===== config.mk =====
export PLATFORM = sky130hd
export DESIGN_NAME = hsj_front
export DESIGN_NICKNAME = d
export VERILOG_FILES = /design/src/hdl/hsj_pkg.sv /design/src/hdl/hsj_front.sv
export SDC_FILE = /design/constraint.sdc
export NUM_CORES = 1
export LEC_CHECK = 0
export BUFFER_PORTS_ARGS = -buffer_cell sky130_fd_sc_hd__buf_2
export CORE_MARGIN = 3
export CORE_UTILIZATION = 39
export CTS_BUF_LIST = sky130_fd_sc_hd__clkbuf_8 sky130_fd_sc_hd__clkbuf_16
export DETAILED_ROUTE_END_ITERATION = 6
export MAX_ROUTING_LAYER = met4
export PLACE_DENSITY = 0.57
export SKIP_LAST_GASP = 1
export SLEW_MARGIN = 40
export SYNTH_ARGS = -nofsm -noshare
export SYNTH_HDL_FRONTEND = slang
export SYNTH_SLANG_ARGS = --single-unit

===== constraint.sdc =====
create_clock -name clk -period 27.1 [get_ports clk]
set_input_delay 5.42 -clock clk [delete_from_list [all_inputs] [get_ports clk]]
set_output_delay 5.42 -clock clk [all_outputs]
set_load 0.02 [all_outputs]

===== src/hdl/hsj_pkg.sv =====
// ----------------------------------------------------------------------------
// hsj_pkg: shared types and constants of the heat stencil step
// Payload structs, queue entry, register indexes and fixed-point widths.
// ----------------------------------------------------------------------------
`default_nettype none

package hsj_pkg;

	// fixed-point widths
	localparam int SAMPLE_W  = 16;  // signed Q8.8 sample
	localparam int POS_W     = 10;  // stored row / column position
	localparam int COL_W     = 11;  // position with room for the wrap compare
	localparam int GAIN_W    = 16;  // unsigned Q1.15
	localparam int CFG_W     = 16;  // widest register
	localparam int LAP_W     = 19;  // N+S+E+W-4C
	localparam int PROD_W    = 36;  // lap * gain, Q.23
	localparam int DELTA_W   = 22;  // scaled delta and sum before saturation
	localparam int FRAC_BITS = 15;

	// input queue
	localparam int QDEPTH = 4;
	localparam int QPTR_W = 2;

	// configuration register indexes
	typedef logic [0:0] cfg_index_t;
	localparam cfg_index_t CFG_GRID_SIZE = 1'b0;
	localparam cfg_index_t CFG_GAIN      = 1'b1;

	localparam logic [POS_W-1:0]  GRID_RESET = 10'd100;
	localparam logic [GAIN_W-1:0] GAIN_RESET = 16'd8192;

	typedef struct packed {
		logic signed [SAMPLE_W-1:0] cell_value;
		logic                       frame_start;
	} cell_in_t;

	typedef struct packed {
		logic signed [SAMPLE_W-1:0] new_value;
		logic [POS_W-1:0]           row_index;
		logic [POS_W-1:0]           col_index;
		logic                       frame_last;
	} cell_out_t;

	// classified item handed from front to back
	typedef struct packed {
		logic signed [SAMPLE_W-1:0] cell_value;
		logic [COL_W-1:0]           col;
		logic                       col_zero;
		logic                       east_ok;
		logic                       emit;
		logic [POS_W-1:0]           row_index;
		logic                       frame_last;
	} work_t;

endpackage

`default_nettype wire


===== src/hdl/hsj_front.sv =====
// ----------------------------------------------------------------------------
// hsj_front: raster position tracking and item classification
// Places each accepted cell in the padded grid and tags it for the back end.
// ----------------------------------------------------------------------------
`default_nettype none

module hsj_front #(
	parameter int MAX_PADDED_WIDTH = 1024
) (
	input  wire logic                      clk,
	input  wire logic                      arst_n,
	input  wire logic                      in_valid,
	output logic                           in_ready,
	input  wire hsj_pkg::cell_in_t         in_data,
	input  wire logic [hsj_pkg::POS_W-1:0] grid_size,
	input  wire logic                      q_full,
	output logic                           push,
	output hsj_pkg::work_t                 entry
);
	import hsj_pkg::*;

	logic [POS_W-1:0] cur_row_q;
	logic [POS_W-1:0] cur_col_q;

	logic [COL_W-1:0] n_eff;
	logic [COL_W-1:0] w_eff;
	logic [COL_W-1:0] r;
	logic [COL_W-1:0] c;
	logic [COL_W-1:0] r_nxt;
	logic [COL_W-1:0] c_nxt;
	logic [COL_W-1:0] row_out;

	assign in_ready = !q_full;
	assign push     = in_valid && in_ready;

	// effective grid size and padded side
	always_comb begin
		n_eff = COL_W'(grid_size);
		if (grid_size == '0) begin
			n_eff = COL_W'(1);
		end else if (int'(grid_size) > MAX_PADDED_WIDTH - 2) begin
			n_eff = COL_W'(MAX_PADDED_WIDTH - 2);
		end
		w_eff = n_eff + COL_W'(2);
	end

	// position of this cell and of the next one
	always_comb begin
		r = COL_W'(cur_row_q);
		c = COL_W'(cur_col_q);
		if (in_data.frame_start) begin
			r = '0;
			c = '0;
		end
		if (c >= w_eff) begin
			c = '0;
			r = r + COL_W'(1);
		end
		if (r >= w_eff) begin
			r = '0;
		end

		r_nxt = r;
		c_nxt = c + COL_W'(1);
		if (c_nxt >= w_eff) begin
			c_nxt = '0;
			r_nxt = r + COL_W'(1);
			if (r_nxt >= w_eff) begin
				r_nxt = '0;
			end
		end
		row_out = r - COL_W'(1);
	end

	// classification
	always_comb begin
		entry.cell_value = in_data.cell_value;
		entry.col        = c;
		entry.col_zero   = (c == '0);
		entry.east_ok    = ((c + COL_W'(1)) < w_eff);
		entry.emit       = (r >= COL_W'(2)) && (c >= COL_W'(1)) && (c <= n_eff);
		entry.row_index  = POS_W'(row_out);
		entry.frame_last = (row_out == n_eff) && (c == n_eff);
	end

	// position registers
	always_ff @(posedge clk or negedge arst_n) begin
		if (!arst_n) begin
			cur_row_q <= '0;
			cur_col_q <= '0;
		end else if (push) begin
			cur_row_q <= POS_W'(r_nxt);
			cur_col_q <= POS_W'(c_nxt);
		end
	end

endmodule

`default_nettype wire


# Word-level counts from Yosys, hierarchy flattened

Index checks and enable logic that the tools add are counted.

Reduce and logical (&&, ||, !) cells: 7
Magnitude comparators: 9
Equal/unequal tests: 2
Mux-type cells: 10
Add/sub/neg operators: 5

Operator list:

| cell                                                                   | number |
|---|---|
| 10-bit 2-to-1 mux                                                      | 6 |
| 11-bit >= comparator                                                   | 4 |
| 11-bit 2-to-1 mux                                                      | 4 |
| 11-bit by 1-bit adder with 11-bit output, second input constant        | 3 |
| 11-bit == test                                                         | 2 |
| 11-bit by 2-bit adder with 11-bit output, second input constant        | 1 |
| 11-bit by 1-bit >= comparator with 1-bit output, second input constant | 1 |
| 11-bit by 2-bit >= comparator with 1-bit output, second input constant | 1 |
| 11-bit <= comparator                                                   | 1 |
| 11-bit zero test                                                       | 1 |
| 11-bit < comparator                                                    | 1 |
| 11-bit by 1-bit subtractor with 11-bit output, second input constant   | 1 |
| 10-bit > comparator, second input constant                             | 1 |
| 10-bit zero test                                                       | 1 |
| 1-bit logical AND                                                      | 4 |
| 1-bit zero test                                                        | 1 |

Flip-flop bits (word level): 20
Output and inout bits: 43
Word-level logic and storage cells: 35
Bits of input ports: 31

# Logic depth before layout (Yosys ltp)

Depth after elaboration: 12
Depth in mapped cells: 41
Depth with buffers taken out: 39

# Least setup slack after synthesis

No wires, ideal clock.

Kind: input-to-output
From: input port grid_size[8] in the netlist's numbering
To: output port entry[0] in the netlist's numbering
Required time: 21.680 ns
Setup slack: 10.008 ns
Stages: 29
Arrival: 11.672 ns
Path buffers: 2
Path through: clkbuf_1 -> nor4_1 -> a21oi_1 -> o21ai_0 -> ha_1 -> nand2b_1 -> a2111oi_0 -> a21oi_1 -> maj3_1 -> o211ai_4 -> and2_1 -> buf_2 -> nor3_1 -> xnor2_1 -> nor2_1 -> ha_1 -> a211o_1 -> a211o_1 -> nor3_1 -> a31o_2 -> or2_2 -> and2_1 -> mux2i_1 -> nand2_1 -> or4_4 -> nor3_2 -> xor2_1 -> xnor2_1 -> nor4b_2

RTL lines:

| what            | RTL line        | source |
|---|---|---|
| start, declared | hsj_front.sv:15 | `input wire logic [hsj_pkg::POS_W-1:0] grid_size,` |
| end, declared   | hsj_front.sv:18 | `output hsj_pkg::work_t entry` |

==> qor.txt <==
Status: completed
Total Wirelength: 13020 microns
Area of the multi-input gates: 3164 sq um
Syn Area/Cell: 7.505 sq um
CP peak stage delay: 0.57 ns
Worst setup path class: primary input to output pin
Initial Util: 40.63%
Clock skew: 0.006134 ns
Antenna Cells: 0
Core Region: 9864 sq um
Clock tree buffer depth: 2
Routed wire per std cell: 19.29 microns
Ys flop type: dfrtp_1
Drt via density: 5.930
Total negative slack: 0 ns
Post-CTS sizing: 0
Die Span X: 107.4 microns
Final setup fails: 0
First-pass GRT wire length: 20530 microns
Max-Slew Margin vs Limit: 45.16%
Gate Count Post-Synth: 534
Post-synth top area share: 15.92%
Num rows: 36
DIE HEIGHT: 107.4 microns
Root buf cell: clkbuf_8
Pwr dens: 40.11 nW/um^2
Area delta synth->final: 5.838%
Async SR Flop Fraction: 100.0%
Final WS setup: 9.090 ns
Post-DP HPWL: 10520 microns
Fin crit share: 66.46%
Final Max Slew Viols: 0
Pre-CTS WS: 9.019 ns
CP max-delay cell: mux2i_1
Maximum vdd drop: 0.00002666 V
Synth Cell Area: 4008 sq um
Hold_buf cts: 0
Largest net degree at the start of global routing: 24
Max Fclk: 0.05552 GHz
Synth Net Count: 616
Grt ovf: 0
GPL Wtd Cong: 1.020
# port buffers: 40
Post-CTS Setup Repair Bufs: 0
Fin. Hold Viols: 0
Critical Path RT: 21.68 ns
Startpoint Class: primary input
Critical path endpoint category: output pin
WP data arrival: 12.59 ns
Via count of the routed design: 4003
Largest cells by area after synthesis: ha_1 (16%), dfrtp_1 (12%), xnor2_1 (7.2%)
Number of synthesized flops with an enable pin: 0
Maxcap violations: 0
Post-synthesis cell type count: 74
Post-route minimum period: 18.01 ns
Post-DRT Antenna Nets: 0
Initial antenna violation count: 0
Min-Delay Path Class: flip-flop to flip-flop
Total Nets Final: 625
CTS tree: yes
Synth area leader: ha_1
# IOs: 74
FF/Latch Area: 500.5 sq um
H-tree levels: 1
Synthesis-stage register bit count: 20
Seq/Total Area, Yosys: 12.49%
Drt pass-1 iters: 5
Vias in the first global route: 3745
Static Leak: 1.936 nW
Worst Reg-to-Reg Cells: 32
Ys Warns: 0
Clk slew on worst S/H paths: 0.08 ns
CP max FO: 13
Initial drt markers: 340
Post-route DRC violation count: 0
Gr usage total: 23.24%
CTS buffer count: 3
Worst-Skew Late Latency: 0.26 ns
Worst-Margin Slew: 0.8167 ns
Die area: 11530 sq um
# fillers: 1013
Layout cells sized above 1: 14.21%
TritonCTS Sinks: 20
Hold path cells: 2
Most numerous cell on the critical path: nand2_1
RSZ-0062 raised after global routing: false
[cells in the final DEF, fill, tap and decap left out, types with 8 or more instances in the layout]
cell type	synthesis	layout
nor2b_1	15	15
nand4_1	8	8
ha_1	51	51
nor2_1	42	42
buf_2	4	40
nand2b_1	8	8
nor3_1	16	16
xor2_1	13	13
nand2_1	58	58
inv_1	32	32
and3_1	13	13
dfrtp_1	20	20
xnor2_1	33	33
nand3_1	21	21
o21ai_0	29	27
a21oi_1	23	23
[path summary, 6_finish.rpt]
check,to,from,slack [ns]
setup / recovery,entry[0],grid_size[5],9.09
hold / removal,cur_col_q[3]$_DFFE_PN0P_,cur_col_q[3]$_DFFE_PN0P_,0.54
setup reg to reg,cur_row_q[2]$_DFFE_PN0P_,cur_col_q[7]$_DFFE_PN0P_,19.03
hold reg to reg,cur_col_q[3]$_DFFE_PN0P_,cur_col_q[3]$_DFFE_PN0P_,0.54
max in group asynchronous,cur_row_q[2]$_DFFE_PN0P_,arst_n,21.68
min in group asynchronous,cur_row_q[1]$_DFFE_PN0P_,arst_n,5.10
[per-layer routing]
layer,GRT usage [%],routed length (microns),vias to the layer above
met5,-,0,-
met4,7.755,398,0
met3,2.460,992,35
met2,33.91,5361,200
met1,33.47,6267,1859
li1,-,-,1909
[power breakdown]
part	total [mW]	switching [mW]	internal (mW)
clock	0.0303	0.0106	0.0197
sequential	0.0365	0.00356	0.0329
combinational	0.103	0.0669	0.0363
total	0.170	0.0811	0.0890
[through the flow]
step / cells / utilization (%) / hold slack (ns) / power, mW / instance area (sq um)
2_1_floorplan: 534 / - / 0.4756 / 0.1135 / 4008
3_3_place_gp: 671 / 42.28 / 0.5225 / 0.1384 / 4170
3_5_place_dp: 671 / 42.28 / 0.5313 / 0.1390 / 4170
4_1_cts: 675 / 43.00 / 0.5507 / 0.1699 / 4242
5_1_grt: 675 / 43.00 / 0.5756 / 0.1830 / 4242
6_report: 675 / 43.00 / 0.5409 / 0.1701 / 4242
[worst max-delay path, delay by kind of cell]
kind | cells | cell delay, ns
AO/OA/AOI/OAI | 8 | 1.80
buffers and inverters | 2 | 0.35
multiplexers | 1 | 0.57
XOR/XNOR | 2 | 0.30
AND/OR/NAND/NOR | 13 | 3.14
adder cells (fa/ha/maj) | 3 | 0.97
[area by class of cell]
class                      instances  share of cell area [%]
multi-input combinational        443                   74.60
timing repair buffer              42                   5.074
tap                              133                   3.923
clock buffer                       3                  0.9735
clock inverter                     1                  0.7080
sequential                        20                   11.80
inverter                          33                   2.920
[cells by family (layout without fill, tap and decap cells)]
kind of cell / after synthesis / count (layout) / share of synthesized area [%]
other cells: 1 / 1 / 0.09357
mux: 9 / 9 / 2.716
fa+ha+maj: 54 / 54 / 16.67
buf+inv: 71 / 79 / 8.555
flops: 20 / 20 / 12.49
compound gates: 116 / 116 / 20.51
simple gates: 215 / 215 / 28.10
xor+xnor: 48 / 48 / 10.86
[Yosys cell counts, drive strengths merged (8+ instances only)]
cell type and instances:
nand2 58, ha 51, nor2 44, xnor2 35
inv 33, o21ai 31, a21oi 28, buf 25
nand3 21, dfrtp 20, nor3 18, nor2b 15
and3 14, clkbuf 13, xor2 13, nand4 9
a31oi 8, nand2b 8, o31ai 8
[flip-flops by register name, summed over array words and instances (netlist names)]
signal	flops
cur_col_q	10
cur_row_q	10
(Power assumes the default switching activity.)
