==> config.mk <==
export PLATFORM = sky130hd
export DESIGN_NAME = hsj_queue
export DESIGN_NICKNAME = d
export VERILOG_FILES = /design/src/hdl/hsj_pkg.sv /design/src/hdl/hsj_queue.sv
export SDC_FILE = /design/constraint.sdc
export NUM_CORES = 1
export LEC_CHECK = 0
export BUFFER_PORTS_ARGS = -buffer_cell sky130_fd_sc_hd__buf_2
export CAP_MARGIN = 0
export CORE_ASPECT_RATIO = 2
export CORE_MARGIN = 5
export CORE_UTILIZATION = 55
export CTS_CLUSTER_DIAMETER = 50
export DETAILED_ROUTE_END_ITERATION = 12
export PLACE_DENSITY = 0.77
export SLEW_MARGIN = 20
export SYNTH_ARGS = -nofsm -noshare
export SYNTH_HDL_FRONTEND = slang
export SYNTH_SLANG_ARGS = --single-unit
==> constraint.sdc <==
create_clock -name clk -period 5.6 [get_ports clk]
set_input_delay 0 -clock clk [delete_from_list [all_inputs] [get_ports clk]]
set_output_delay 0 -clock clk [all_outputs]
set_load 0.01 [all_outputs]
==> src/hdl/hsj_pkg.sv <==
// ----------------------------------------------------------------------------
// hsj_pkg: shared types and constants of the heat stencil step
// Payload structs, queue entry, register indexes and fixed-point widths.
// ----------------------------------------------------------------------------
`default_nettype none

package hsj_pkg;

	// fixed-point widths
	localparam int SAMPLE_W  = 16;  // signed Q8.8 sample
	localparam int POS_W     = 10;  // stored row / column position
	localparam int COL_W     = 11;  // position with room for the wrap compare
	localparam int GAIN_W    = 16;  // unsigned Q1.15
	localparam int CFG_W     = 16;  // widest register
	localparam int LAP_W     = 19;  // N+S+E+W-4C
	localparam int PROD_W    = 36;  // lap * gain, Q.23
	localparam int DELTA_W   = 22;  // scaled delta and sum before saturation
	localparam int FRAC_BITS = 15;

	// input queue
	localparam int QDEPTH = 4;
	localparam int QPTR_W = 2;

	// configuration register indexes
	typedef logic [0:0] cfg_index_t;
	localparam cfg_index_t CFG_GRID_SIZE = 1'b0;
	localparam cfg_index_t CFG_GAIN      = 1'b1;

	localparam logic [POS_W-1:0]  GRID_RESET = 10'd100;
	localparam logic [GAIN_W-1:0] GAIN_RESET = 16'd8192;

	typedef struct packed {
		logic signed [SAMPLE_W-1:0] cell_value;
		logic                       frame_start;
	} cell_in_t;

	typedef struct packed {
		logic signed [SAMPLE_W-1:0] new_value;
		logic [POS_W-1:0]           row_index;
		logic [POS_W-1:0]           col_index;
		logic                       frame_last;
	} cell_out_t;

	// classified item handed from front to back
	typedef struct packed {
		logic signed [SAMPLE_W-1:0] cell_value;
		logic [COL_W-1:0]           col;
		logic                       col_zero;
		logic                       east_ok;
		logic                       emit;
		logic [POS_W-1:0]           row_index;
		logic                       frame_last;
	} work_t;

endpackage

`default_nettype wire

==> src/hdl/hsj_queue.sv <==
// ----------------------------------------------------------------------------
// hsj_queue: short queue between front and back
// Register-based FIFO of classified items; head is shown combinationally.
// ----------------------------------------------------------------------------
`default_nettype none

module hsj_queue (
	input  wire logic           clk,
	input  wire logic           arst_n,
	input  wire logic           push,
	input  wire hsj_pkg::work_t push_data,
	input  wire logic           pop,
	output logic                full,
	output logic                head_valid,
	output hsj_pkg::work_t      head
);
	import hsj_pkg::*;

	work_t             entries_q [QDEPTH];
	logic [QPTR_W-1:0] wr_ptr_q;
	logic [QPTR_W-1:0] rd_ptr_q;
	logic [QPTR_W:0]   count_q;

	logic do_pop;

	assign full       = (count_q == (QPTR_W + 1)'(QDEPTH));
	assign head_valid = (count_q != '0);
	assign head       = entries_q[rd_ptr_q];
	assign do_pop     = pop && head_valid;

	// storage
	always_ff @(posedge clk) begin
		if (push) begin
			entries_q[wr_ptr_q] <= push_data;
		end
	end

	// pointers and fill count
	always_ff @(posedge clk or negedge arst_n) begin
		if (!arst_n) begin
			wr_ptr_q <= '0;
			rd_ptr_q <= '0;
			count_q  <= '0;
		end else begin
			if (push) begin
				wr_ptr_q <= wr_ptr_q + QPTR_W'(1);
			end
			if (do_pop) begin
				rd_ptr_q <= rd_ptr_q + QPTR_W'(1);
			end
			if (push && !do_pop) begin
				count_q <= count_q + (QPTR_W + 1)'(1);
			end else if (!push && do_pop) begin
				count_q <= count_q - (QPTR_W + 1)'(1);
			end
		end
	end

endmodule

`default_nettype wire

==> After elaboration in Yosys (flattened, before gate mapping) <==
Memories as Yosys holds them, arrays and structs flattened.
Index checks and enable logic that the tools add are counted.
Widths: inputs -> output; s select.
{ "totals": {"reg_bits": 7, "ramBits": 164, "in_bits": 45, "out_inout_bits": 43, "elab_cells": 20, "memories": 1} }
{ "classes": {"add_sub_neg": 4, "n_eq_ne": 1, "n_mux": 4, "n_reduce_logical": 7} }
{ "mem_list": {"columns": ["name", "depth", "word_bits", "read_ports", "rd_clocked_by_memory_dff", "wr", "line_no", "source"], "rows": [
  ["entries_q", 4, 41, 1, 0, 1, "hsj_queue.sv:19", "work_t entries_q [QDEPTH];"]
]} }
{ "op_table": {"columns": ["op", "count"], "rows": [
  ["$mux 3", 2],
  ["$add 2x1->2 const B", 2],
  ["$add 3x1->3 const B", 1],
  ["$eq 3x3->1 const B", 1],
  ["$logic_and 1x1->1", 3],
  ["$reduce_bool 3->1", 1],
  ["$sub 3x1->3 const B", 1],
  ["$logic_not 1->1", 2],
  ["$mux 1", 2],
  ["$reduce_bool 2->1", 1]
]} }

==> Logic depth before layout (Yosys ltp) <==
Gate-level depths: netlist of the first run.
{ "logic_depth": {"depth_word": 5, "depth_mapped": 8, "mapped_depth_nobuf": 8} }

==> Least setup slack after synthesis of the first run <==
No wires, ideal clock.
{ "synth_path": {"path_kind": "register -> register", "start": "register count_q[0]", "end": "register count_q[2]", "setup_ps": 79, "arrival_ps": 1972, "required_ps": 5521, "setup_slack_ps": 3549, "stages_incl_launch_ff": 9, "path_buffers": 0, "synth_period_minus_slack_ps": 2051, "cell_sequence": "dfrtp_1 or3_1 nand2_1 ha_1 inv_1 fa_1 xor2_1 nor2_1 xor2_1"} }
{ "synth_between": {"elab_chain_cells": 5, "elab_cells_between_ends": 10, "classes_between": "2 x add/sub; 2 x mux; 6 x reduce/logical"} }
{ "synth_rtl": {"columns": ["item", "line_no", "source"], "rows": [
  ["start: declaration", "hsj_queue.sv:22", "logic [QPTR_W:0] count_q;"],
  ["start signal: assignment", "hsj_queue.sv:52", "count_q <= count_q + (QPTR_W + 1)'(1);"],
  ["start signal: assignment", "hsj_queue.sv:54", "count_q <= count_q - (QPTR_W + 1)'(1);"],
  ["$reduce_bool 3->1 *", "hsj_queue.sv:27", "assign head_valid = (count_q != '0);"],
  ["net head_valid", "hsj_queue.sv:14", "output logic head_valid,"],
  ["$logic_and 1x1->1 *", "hsj_queue.sv:29", "assign do_pop = pop && head_valid;"],
  ["$logic_not 1->1", "hsj_queue.sv:51", "if (push && !do_pop) begin"],
  ["$logic_and 1x1->1", "hsj_queue.sv:51", null],
  ["$mux 3 or $reduce_bool 2->1 (tied branches)", null, null]
]} }
The timed path passes the listed nets; every way through them passes the cells marked *. The select of a mux whose other input is x is not followed.
A chain may end at the register's enable or synchronous reset.

==> impl_metrics.py, run 1 <==
metrics = {
    "logic_synthesis": {
        "yosysSeqAreaShare_pct": 80.09,
        "syn_area_um2": 6367,
        "ys_seq_elements": 171,
        "syn-mean-instance-area_um2": 25.57,
        "ys.flop_type": "edfxtp_1",
        "syn_nets": 300,
        "async_flop_share_pct": 4.094,
        "ys_types": 21,
        "synthCells": 249,
        "yosys_warnings": 0,
        "synth_edf_count": 164,
    },
    "floorplanning": {
        "die_h_um": 162.2,
        "dieWidth_um": 86.08,
        "start_util_pct": 56.08,
        "coreArea_um2": 11350,
        "fp-row-count": 55,
        "die-area_um2": 13960,
        "io_pins": 88,
    },
    "routing": {
        "first_pass_iters": 4,
        "dr_total_vias": 2945,
        "via_per_inst": 5.384,
        "drc": 0,
        "wire_per_inst_um": 20.17,
        "drt.antenna.violating_nets": 0,
        "drt_first_iter_violations": 191,
        "routed_wl_mm": 11.03,
    },
    "min_path": {
        "hold_class": "in2reg",
    },
    "clock_tree": {
        "clock_latency_ns": 0.41,
        "tritoncts": "yes",
        "cts_sinks": 171,
        "cts_max_level": 4,
        "cts_setup_buffers": 0,
        "clk_pin_slew_ns": 0.06,
        "cts_buffers": 17,
        "cts_max_path_buffers": 2,
        "clock-root-buffer": "clkbuf_16",
    },
    "cells_and_area": {
        "multi_input_area_um2": 1150,
        "drive_gt1_share_pct": 40.25,
        "nets": 443,
        "num_antenna_cells": 0,
        "final_util_pct": 69.92,
        "regArea_um2": 5102,
        "final_common_cell": "edfxtp_1",
        "final_cell_mix": "edfxtp_1 (164), buf_2 (87), dlygate4sd3_1 (45)",
        "area_growth_pct": 24.68,
        "nFillCells": 730,
    },
    "critical_path": {
        "path_class": "reg2out",
        "path_cells": "buf_4, mux4_1, buf_2",
        "cp.buffers_inverters": 2,
        "slowest_stage": "dfrtp_2",
        "r2r_start": "count_q[0]$_DFFE_PN0P_",
        "cp.depth": 3,
        "r2r_cells": 8,
        "cp.arrival_ns": 2.47,
        "r2r-end": "count_q[2]$_DFFE_PN0P_",
        "worstPathRequired_ns": 5.60,
        "setup.worst_path.end": "head[27]",
        "crit_path_end_kind": "output port",
        "cpPeakStageDelay_ns": 0.75,
        "cp-start-kind": "flop",
        "crit_path_start": "rd_ptr_q[0]$_DFFE_PN0P_",
        "path_delay_family": "flip-flops",
        "r2r_setup_slack_ns": 3.39,
        "cp_max_fo": 26,
    },
    "sta": {
        "final_max_slew_viol_count": 0,
        "finalCriticalPeriod_ns": 2.465,
        "rsz0062_at_grt": "no",
        "fin_worst_skew_ns": 0.006507,
        "worst_slew_margin_rel_pct": 29.47,
        "fmax_mhz": 405.6,
        "min_period_over_period_pct": 44.02,
        "tns_ns": 0,
        "worst_pin_slew_ns": 1.058,
        "setup_viol": 0,
        "hold_viol_final": 0,
    },
    "pwr": {
        "p_sw_w": 0.001120,
        "comb_power_share_pct": 25.7,
        "vdd.ir_drop.worst_uv": 355.0,
        "p_int_w": 0.002870,
        "power.total_w": 0.003991,
        "powerDensity_nw_per_um2": 502.7,
        "p_sw_share_pct": 28.08,
        "seq_power_share_pct": 46.3,
        "p_leak_nw": 2.797,
        "p_clk_share_pct": 28.0,
    },
    "global_routing": {
        "grt_pass1_vias": 3231,
        "grt_max_degree": 43,
        "grt_overflow": 0,
        "antenna_found_initial": 0,
        "grt_use_total_pct": 17.31,
        "grt_pass1_wl_mm": 17.51,
    },
    "placed_design": {
        "gp_congestion": 0.6958,
        "port_buffers": 87,
        "hpwl_mm": 6.510,
    },
    "run_status": {
        "status": "completed",
    },
    "job": {
        "maxCapViolCount": 0,
    },
}
-- worst reg2reg max path: stages, from the launching register on --
cell and delay (ns):
dfrtp_1 0.44, or3_1 0.43, nand2_1 0.12, ha_1 0.21, inv_1 0.07, fa_1 0.37, xor2_1 0.17, nor2_1 0.15
xor2_1 0.16
-- registers in the layout, summed over array words and instances, names as in the netlist --
register,flops
count_q,3
entries_q,164
rd_ptr_q,2
wr_ptr_q,2
-- cell type report --
type	instances	share of cell area, %
Sequential cell	171	64.27
Multi-Input combinational cell	65	14.48
Timing Repair Buffer	134	11.60
Clock buffer	18	5.406
Tap cell	142	2.238
Clock inverter	14	1.860
Inverter	3	0.1418
-- routing by layer --
metal	up-vias	track usage (%)	routed length [um]
met3	15	4.264	464
met4	0	7.277	203
met5	-	0	0
met2	73	29.48	6140
met1	1517	20.81	4225
li1	1340	-	-
-- per-stage QoR --
| stage | area (um^2) | std cells | hold WS, ns | setup slack, ns |
|---|---|---|---|---|
| 3_3_place_gp | 6880 | 469 | -0.1650 | 3.470 |
| 5_1_grt | 7939 | 547 | 0.3425 | 2.896 |
| 6_report | 7939 | 547 | 0.3430 | 3.135 |
| 2_1_floorplan | 6367 | 249 | -0.2956 | 3.549 |
| 4_1_cts | 7935 | 547 | 0.3196 | 3.033 |
| 3_5_place_dp | 6908 | 470 | -0.1590 | 3.460 |
-- cell usage after synthesis (2+ instances only) --
cell        n  area, um^2
and2_1      4       25.02
buf_12      4       80.08
buf_2       4       20.02
dfrtp_1     7       175.2
edfxtp_1  164        4925
ha_1        5       62.56
inv_1       3       11.26
mux4_1      3       78.83
mux4_2     38       855.8
nand2_1     2       7.510
xnor2_1     3       26.28
xor2_1      3       26.28
-- cells by family (layout without fill, tap and decap cells) --
| logic type | Yosys count | in the layout | synth area share (%) |
|---|---|---|---|
| adders and majority gates | 6 | 6 | 1.297 |
| and+or+nand+nor | 10 | 10 | 0.8646 |
| xor gates and xnor gates | 6 | 6 | 0.8255 |
| buffers and inverters | 13 | 169 | 1.985 |
| DFF | 171 | 171 | 80.09 |
| AOI/OAI and AO/OA | 1 | 1 | 0.07853 |
| muxes | 42 | 42 | 14.86 |
-- worst min-delay path by stage --
stage	start	endpoint	slack, ns	depth (start not counted)
after detailed placement	arst_n	count_q[2]$_DFFE_PN0P_	-0.16	1
after global routing	push_data[13]	entries_q[1][13]$_DFFE_PP_	0.34	2
final	push_data[15]	entries_q[0][15]$_DFFE_PP_	0.34	2
after CTS	push_data[30]	entries_q[1][30]$_DFFE_PP_	0.32	2
after global placement	arst_n	count_q[0]$_DFFE_PN0P_	-0.16	1
after floorplan	arst_n	count_q[0]$_DFFE_PN0P_	-0.30	0
-- power by group through the flow --
stage	sequential (W)	combinational, W	clock [W]
after floorplan	0.00175	0.000809	0
after global placement	0.00186	0.000997	0
after detailed placement	0.00188	0.00102	0
after CTS	0.00186	0.00105	0.00114
after global routing	0.00188	0.00111	0.00119
final	0.00185	0.00102	0.00112
-- repair_timing --
action	in CTS	in global routing
endpoints found under the hold margin	175	0
hold buffers	45	0
gates resized for setup	0	0
(Power assumes the default switching activity.)
==> inputs of run 2 (changes only) <==
Clock period 5.6 ns to 2.4 ns, I/O delays scaled along.
==> impl_metrics.py, run 2 (synthesis gave the netlist of run 1 again) <==
metrics = {
    "run_status": {
        "status": "completed",
    },
    "clock_tree": {
        "cts_buffers": 17,
        "cts_max_path_buffers": 2,
        "cts_max_level": 4,
        "clock-root-buffer": "clkbuf_16",
        "clock_latency_ns": 0.41,
        "cts_sinks": 171,
        "tritoncts": "yes",
        "clk_pin_slew_ns": 0.06,
        "cts_setup_buffers": 0,
        "cts_resized": 0,
    },
    "routing": {
        "first_pass_iters": 4,
        "wire_per_inst_um": 19.93,
        "drt.antenna.violating_nets": 0,
        "dr_total_vias": 2986,
        "drc": 0,
        "via_per_inst": 5.380,
        "routed_wl_mm": 11.06,
        "drt_first_iter_violations": 214,
    },
    "cells_and_area": {
        "nFillCells": 697,
        "largest-register": "entries_q",
        "area_growth_pct": 25.27,
        "final_common_cell": "edfxtp_1",
        "fin_area_um2": 7976,
        "largest_reg_flops": 164,
        "final_cell_mix": "edfxtp_1 (164), buf_2 (87), dlygate4sd3_1 (45)",
        "reg_top3": "entries_q (164), count_q (3)",
        "drive_gt1_share_pct": 41.40,
        "num_antenna_cells": 0,
        "nets": 451,
    },
    "sta": {
        "final_max_slew_viol_count": 0,
        "setup_viol": 0,
        "tns_ns": 0,
        "finalCriticalPeriod_ns": 2.160,
        "min_period_over_period_pct": 90.00,
        "rsz0062_at_grt": "no",
        "fin_worst_skew_ns": 0.008403,
        "worst_pin_slew_ns": 0.4810,
        "fmax_mhz": 463.0,
        "hold_viol_final": 0,
        "worst_slew_margin_rel_pct": 67.93,
    },
    "critical_path": {
        "path_common_cell": "xor2_1",
        "r2r_start": "count_q[0]$_DFFE_PN0P_",
        "r2r_setup_slack_ns": 0.24,
        "cp_max_fo": 4,
        "r2r_cells": 8,
        "slowest_stage": "or3_1",
        "cp-start-kind": "flop",
        "path_class": "reg2reg",
        "cpPeakStageDelay_ns": 0.45,
        "r2r-end": "count_q[2]$_DFFE_PN0P_",
        "crit_path_end_kind": "flop",
        "worstPathRequired_ns": 2.73,
        "path_cells": "or3_1, nand2_1, ha_1, inv_1, fa_1, xor2_1, nor2_1, xor2_1",
        "cp.arrival_ns": 2.49,
    },
    "floorplanning": {
        "coreArea_um2": 11350,
        "die_h_um": 162.2,
        "start_util_pct": 56.08,
        "io_pins": 88,
        "dieWidth_um": 86.08,
        "fp-row-count": 55,
        "die-area_um2": 13960,
    },
    "pwr": {
        "powerDensity_nw_per_um2": 1152,
        "vdd.ir_drop.worst_uv": 1016,
        "p_leak_nw": 2.811,
    },
    "placed_design": {
        "dpl_cell_area_um2": 6998,
        "port_buffers": 87,
        "gp_congestion": 0.7461,
        "hpwl_mm": 6.834,
    },
    "global_routing": {
        "grt_use_total_pct": 17.11,
        "grt_max_degree": 42,
        "antenna_found_initial": 0,
        "grt_pass1_wl_mm": 17.29,
        "grt_overflow": 0,
        "grt_pass1_vias": 3309,
    },
    "min_path": {
        "min_to": "entries_q[2][2]$_DFFE_PP_",
        "hold_depth": 2,
        "hold_class": "in2reg",
        "hp-start": "push_data[2]",
    },
    "job": {
        "maxCapViolCount": 0,
    },
}
-- run 2: timing repair --
| action | in CTS | in global routing |
|---|---|---|
| endpoints found under the setup margin | 0 | 0 |
| hold buffers | 45 | 0 |
| hold endpoints to repair | 175 | 0 |
-- run 2: per-layer routing --
metal  share of wire [%]  track usage, %  vias to the layer above
li1                    -               -                     1351
met2                  58           30.92                       71
met5                   0               0                        -
met1                  37           19.08                     1552
met3                 3.8           4.010                       12
met4                 1.6           6.772                        0
-- run 2: worst max-delay path: cells and delay by family (launching register included) --
family | cells | cell delay, ns
xor+xnor | 2 | 0.32
buf+inv | 1 | 0.07
fa+ha+maj | 2 | 0.57
simple gates | 3 | 0.69
flops | 1 | 0.44
-- run 2: final cells by class --
cell class,count,area (um^2),area share [%]
inverters,3,11.26,0.1412
multi-input cells,65,1146,14.37
repair buffers,142,1011,12.67
clock inverters,14,98.84,1.239
flip-flops and latches,171,5102,63.97
clock buffers,18,429.2,5.380
well taps,142,177.7,2.227
-- run 2: worst max path at each step --
stage,startpoint,end,cells past startpoint
detailed placement,count_q[0]$_DFFE_PN0P_,count_q[2]$_DFFE_PN0P_,8
global placement,count_q[0]$_DFFE_PN0P_,count_q[2]$_DFFE_PN0P_,8
global route,count_q[0]$_DFFE_PN0P_,count_q[2]$_DFFE_PN0P_,8
CTS,count_q[0]$_DFFE_PN0P_,count_q[2]$_DFFE_PN0P_,8
floorplan,count_q[0]$_DFFE_PN0P_,count_q[2]$_DFFE_PN0P_,8
finish,count_q[0]$_DFFE_PN0P_,count_q[2]$_DFFE_PN0P_,8
-- run 2: power by group --
part           switching, W  total, W  internal (W)
Combinational       0.00132   0.00265       0.00132
Sequential         0.000236   0.00415       0.00391
Clock               0.00107   0.00239       0.00132
Total               0.00263   0.00919       0.00656
-- run 2: metrics by stage --
stage / total power, W / util (%) / setup WS, ns / instances / hold WS (ns)
global route: 0.009648 / 70.25 / 0.07950 / 555 / 0.3362
floorplan: 0.005980 / - / 0.3492 / 249 / -0.2956
CTS: 0.009340 / 70.25 / 0.2295 / 555 / 0.3146
global placement: 0.006789 / 61.63 / 0.3606 / 478 / -0.1669
detailed placement: 0.006893 / 61.63 / 0.2676 / 478 / -0.1604
finish: 0.009190 / 70.25 / 0.2401 / 555 / 0.3374
==> inputs of run 3 (changes only) <==
Settings changed: CORE_ASPECT_RATIO 2 to 1.75, CORE_UTILIZATION 55 to 51, PLACE_DENSITY 0.77 to 0.75.
Clock period 2.4 ns to 1.7 ns, I/O delays scaled along.
==> impl_metrics.py, run 3 (synthesis gave the netlist of run 1 again) <==
metrics = {
    "critical_path": {
        "cp.arrival_ns": 1.85,
        "path_delay_family": "flip-flops",
        "r2r-end": "count_q[2]$_DFFE_PN0P_",
        "worstPathRequired_ns": 1.70,
        "cpPeakStageDelay_ns": 0.55,
        "path_class": "reg2out",
        "cp-start-kind": "flop",
        "r2r_setup_slack_ns": -0.15,
        "cp.depth": 4,
        "path_common_cell": "buf_12",
        "crit_path_start": "rd_ptr_q[0]$_DFFE_PN0P_",
        "path_cells": "buf_12, buf_12, mux4_2, buf_6",
        "cp_max_fo": 5,
        "crit_path_end_kind": "output port",
        "slowest_stage": "dfrtp_4",
        "cp.buffers_inverters": 3,
        "r2r_cells": 8,
        "r2r_start": "count_q[2]$_DFFE_PN0P_",
        "setup.worst_path.end": "head[33]",
    },
    "sta": {
        "fmax_mhz": 539.2,
        "finalCriticalPeriod_ns": 1.855,
        "fin_worst_skew_ns": 0.003874,
        "hold_viol_final": 0,
        "fin_ws_ns": -0.1546,
        "rsz0062_at_grt": "yes",
        "setup_viol": 43,
        "tns_ns": -3.484,
        "final_max_slew_viol_count": 0,
        "worst_slew_margin_rel_pct": 78.59,
        "worst_pin_slew_ns": 0.3201,
        "hold_ws_ns": 0.01810,
        "min_period_over_period_pct": 109.1,
    },
    "floorplanning": {
        "start_util_pct": 51.50,
        "die_h_um": 157.8,
        "fp-row-count": 54,
        "coreArea_um2": 12360,
        "die-area_um2": 14910,
        "io_pins": 88,
        "dieWidth_um": 94.47,
    },
    "routing": {
        "via_per_inst": 5.154,
        "dr_total_vias": 3082,
        "routed_wl_mm": 11.98,
        "first_pass_iters": 4,
        "drc": 0,
        "wire_per_inst_um": 20.03,
        "drt.antenna.violating_nets": 0,
        "drt_first_iter_violations": 233,
    },
    "min_path": {
        "hold_class": "in2reg",
    },
    "run_status": {
        "status": "finished, violations left",
        "violations": "setup timing",
    },
    "clock_tree": {
        "clk_pin_slew_ns": 0.06,
        "cts_sinks": 171,
        "cts_buffers": 17,
        "tritoncts": "yes",
        "cts_max_path_buffers": 2,
        "clock-root-buffer": "clkbuf_16",
        "clock_latency_ns": 0.42,
        "cts_max_level": 4,
    },
    "placed_design": {
        "dpl_cell_area_um2": 7176,
        "hpwl_mm": 7.161,
        "gp_congestion": 0.7368,
        "port_buffers": 87,
    },
    "cells_and_area": {
        "multi_input_area_um2": 1166,
        "fin_area_um2": 8506,
        "num_antenna_cells": 0,
        "final_common_cell": "edfxtp_1",
        "nets": 468,
        "reg_top3": "entries_q (164), count_q (3)",
        "regArea_um2": 5105,
        "largest-register": "entries_q",
        "final_cell_mix": "edfxtp_1 (164), buf_2 (57), dlygate4sd3_1 (45)",
        "largest_reg_flops": 164,
        "area_growth_pct": 33.58,
        "drive_gt1_share_pct": 45.58,
        "nFillCells": 783,
    },
    "global_routing": {
        "grt_use_total_pct": 17.39,
        "grt_pass1_wl_mm": 18.42,
        "grt_max_degree": 26,
        "grt_overflow": 0,
        "grt_pass1_vias": 3368,
        "antenna_found_initial": 0,
    },
    "pwr": {
        "vdd.ir_drop.worst_uv": 1091,
        "p_leak_nw": 3.026,
        "powerDensity_nw_per_um2": 1716,
    },
    "job": {
        "maxCapViolCount": 0,
    },
}
==> run 3: through the flow <==
stage / total power, W / setup slack [ns] / cells / utilization (%)
detailed placement: 0.01000 / -0.2203 / 513 / 58.03
global placement: 0.009875 / -0.1561 / 513 / 58.03
global route: 0.01529 / -0.2045 / 598 / 68.79
floorplan: 0.008457 / -0.1906 / 249 / -
CTS: 0.01456 / -0.1931 / 598 / 68.23
finish: 0.01460 / -0.1546 / 598 / 68.79
==> run 3: report_power, final <==
part           total (W)  switching, W  internal, W
sequential       0.00578      0.000244      0.00553
combinational    0.00511       0.00224      0.00287
clock            0.00371       0.00154      0.00217
==> run 3: worst register-to-register path: stages (launching register included) <==
cell,delay (ns)
dfrtp_1,0.38
or3_4,0.41
nand2_4,0.08
ha_4,0.13
inv_2,0.04
fa_2,0.32
xor2_1,0.14
nor2_1,0.10
xor2_1,0.17
==> run 3: worst min path at each step <==
stage          startpoint                endpoint  slack (ns)  cells after the start
4_1_cts              push  count_q[0]$_DFFE_PN0P_       0.006                      3
6_report             push  count_q[0]$_DFFE_PN0P_        0.02                      3
2_1_floorplan      arst_n  count_q[0]$_DFFE_PN0P_       -0.30                      0
5_1_grt              push  count_q[0]$_DFFE_PN0P_        0.02                      3
3_5_place_dp       arst_n  count_q[2]$_DFFE_PN0P_       -0.16                      1
3_3_place_gp       arst_n  count_q[0]$_DFFE_PN0P_       -0.16                      1
==> run 3: layer usage <==
| layer | global-route usage, % | wire (um) | vias to the layer above |
|---|---|---|---|
| li1 | - | - | 1388 |
| met4 | 7.571 | 313 | 0 |
| met2 | 31.00 | 6859 | 86 |
| met1 | 19.79 | 4418 | 1581 |
| met3 | 4.089 | 387 | 27 |
| met5 | 0 | 0 | - |
==> run 3: repair_timing <==
item | in CTS | in global routing
endpoints found under the setup margin | 43 | 43
setup buffers | 6 | 1
gates resized for setup | 30 | 14
pin swaps | 6 | 5
hold buffers | 45 | 0
endpoints found under the hold margin | 174 | 0
cloned | 2 | 1
==> run 3: layout make-up <==
type,instances,share of cell area (%)
Timing Repair Buffer,159,16.92
Sequential cell,171,60.02
Tap cell,168,2.471
Clock inverter,14,1.706
Multi-Input combinational cell,65,13.71
Clock buffer,18,5.046
Inverter,3,0.1324
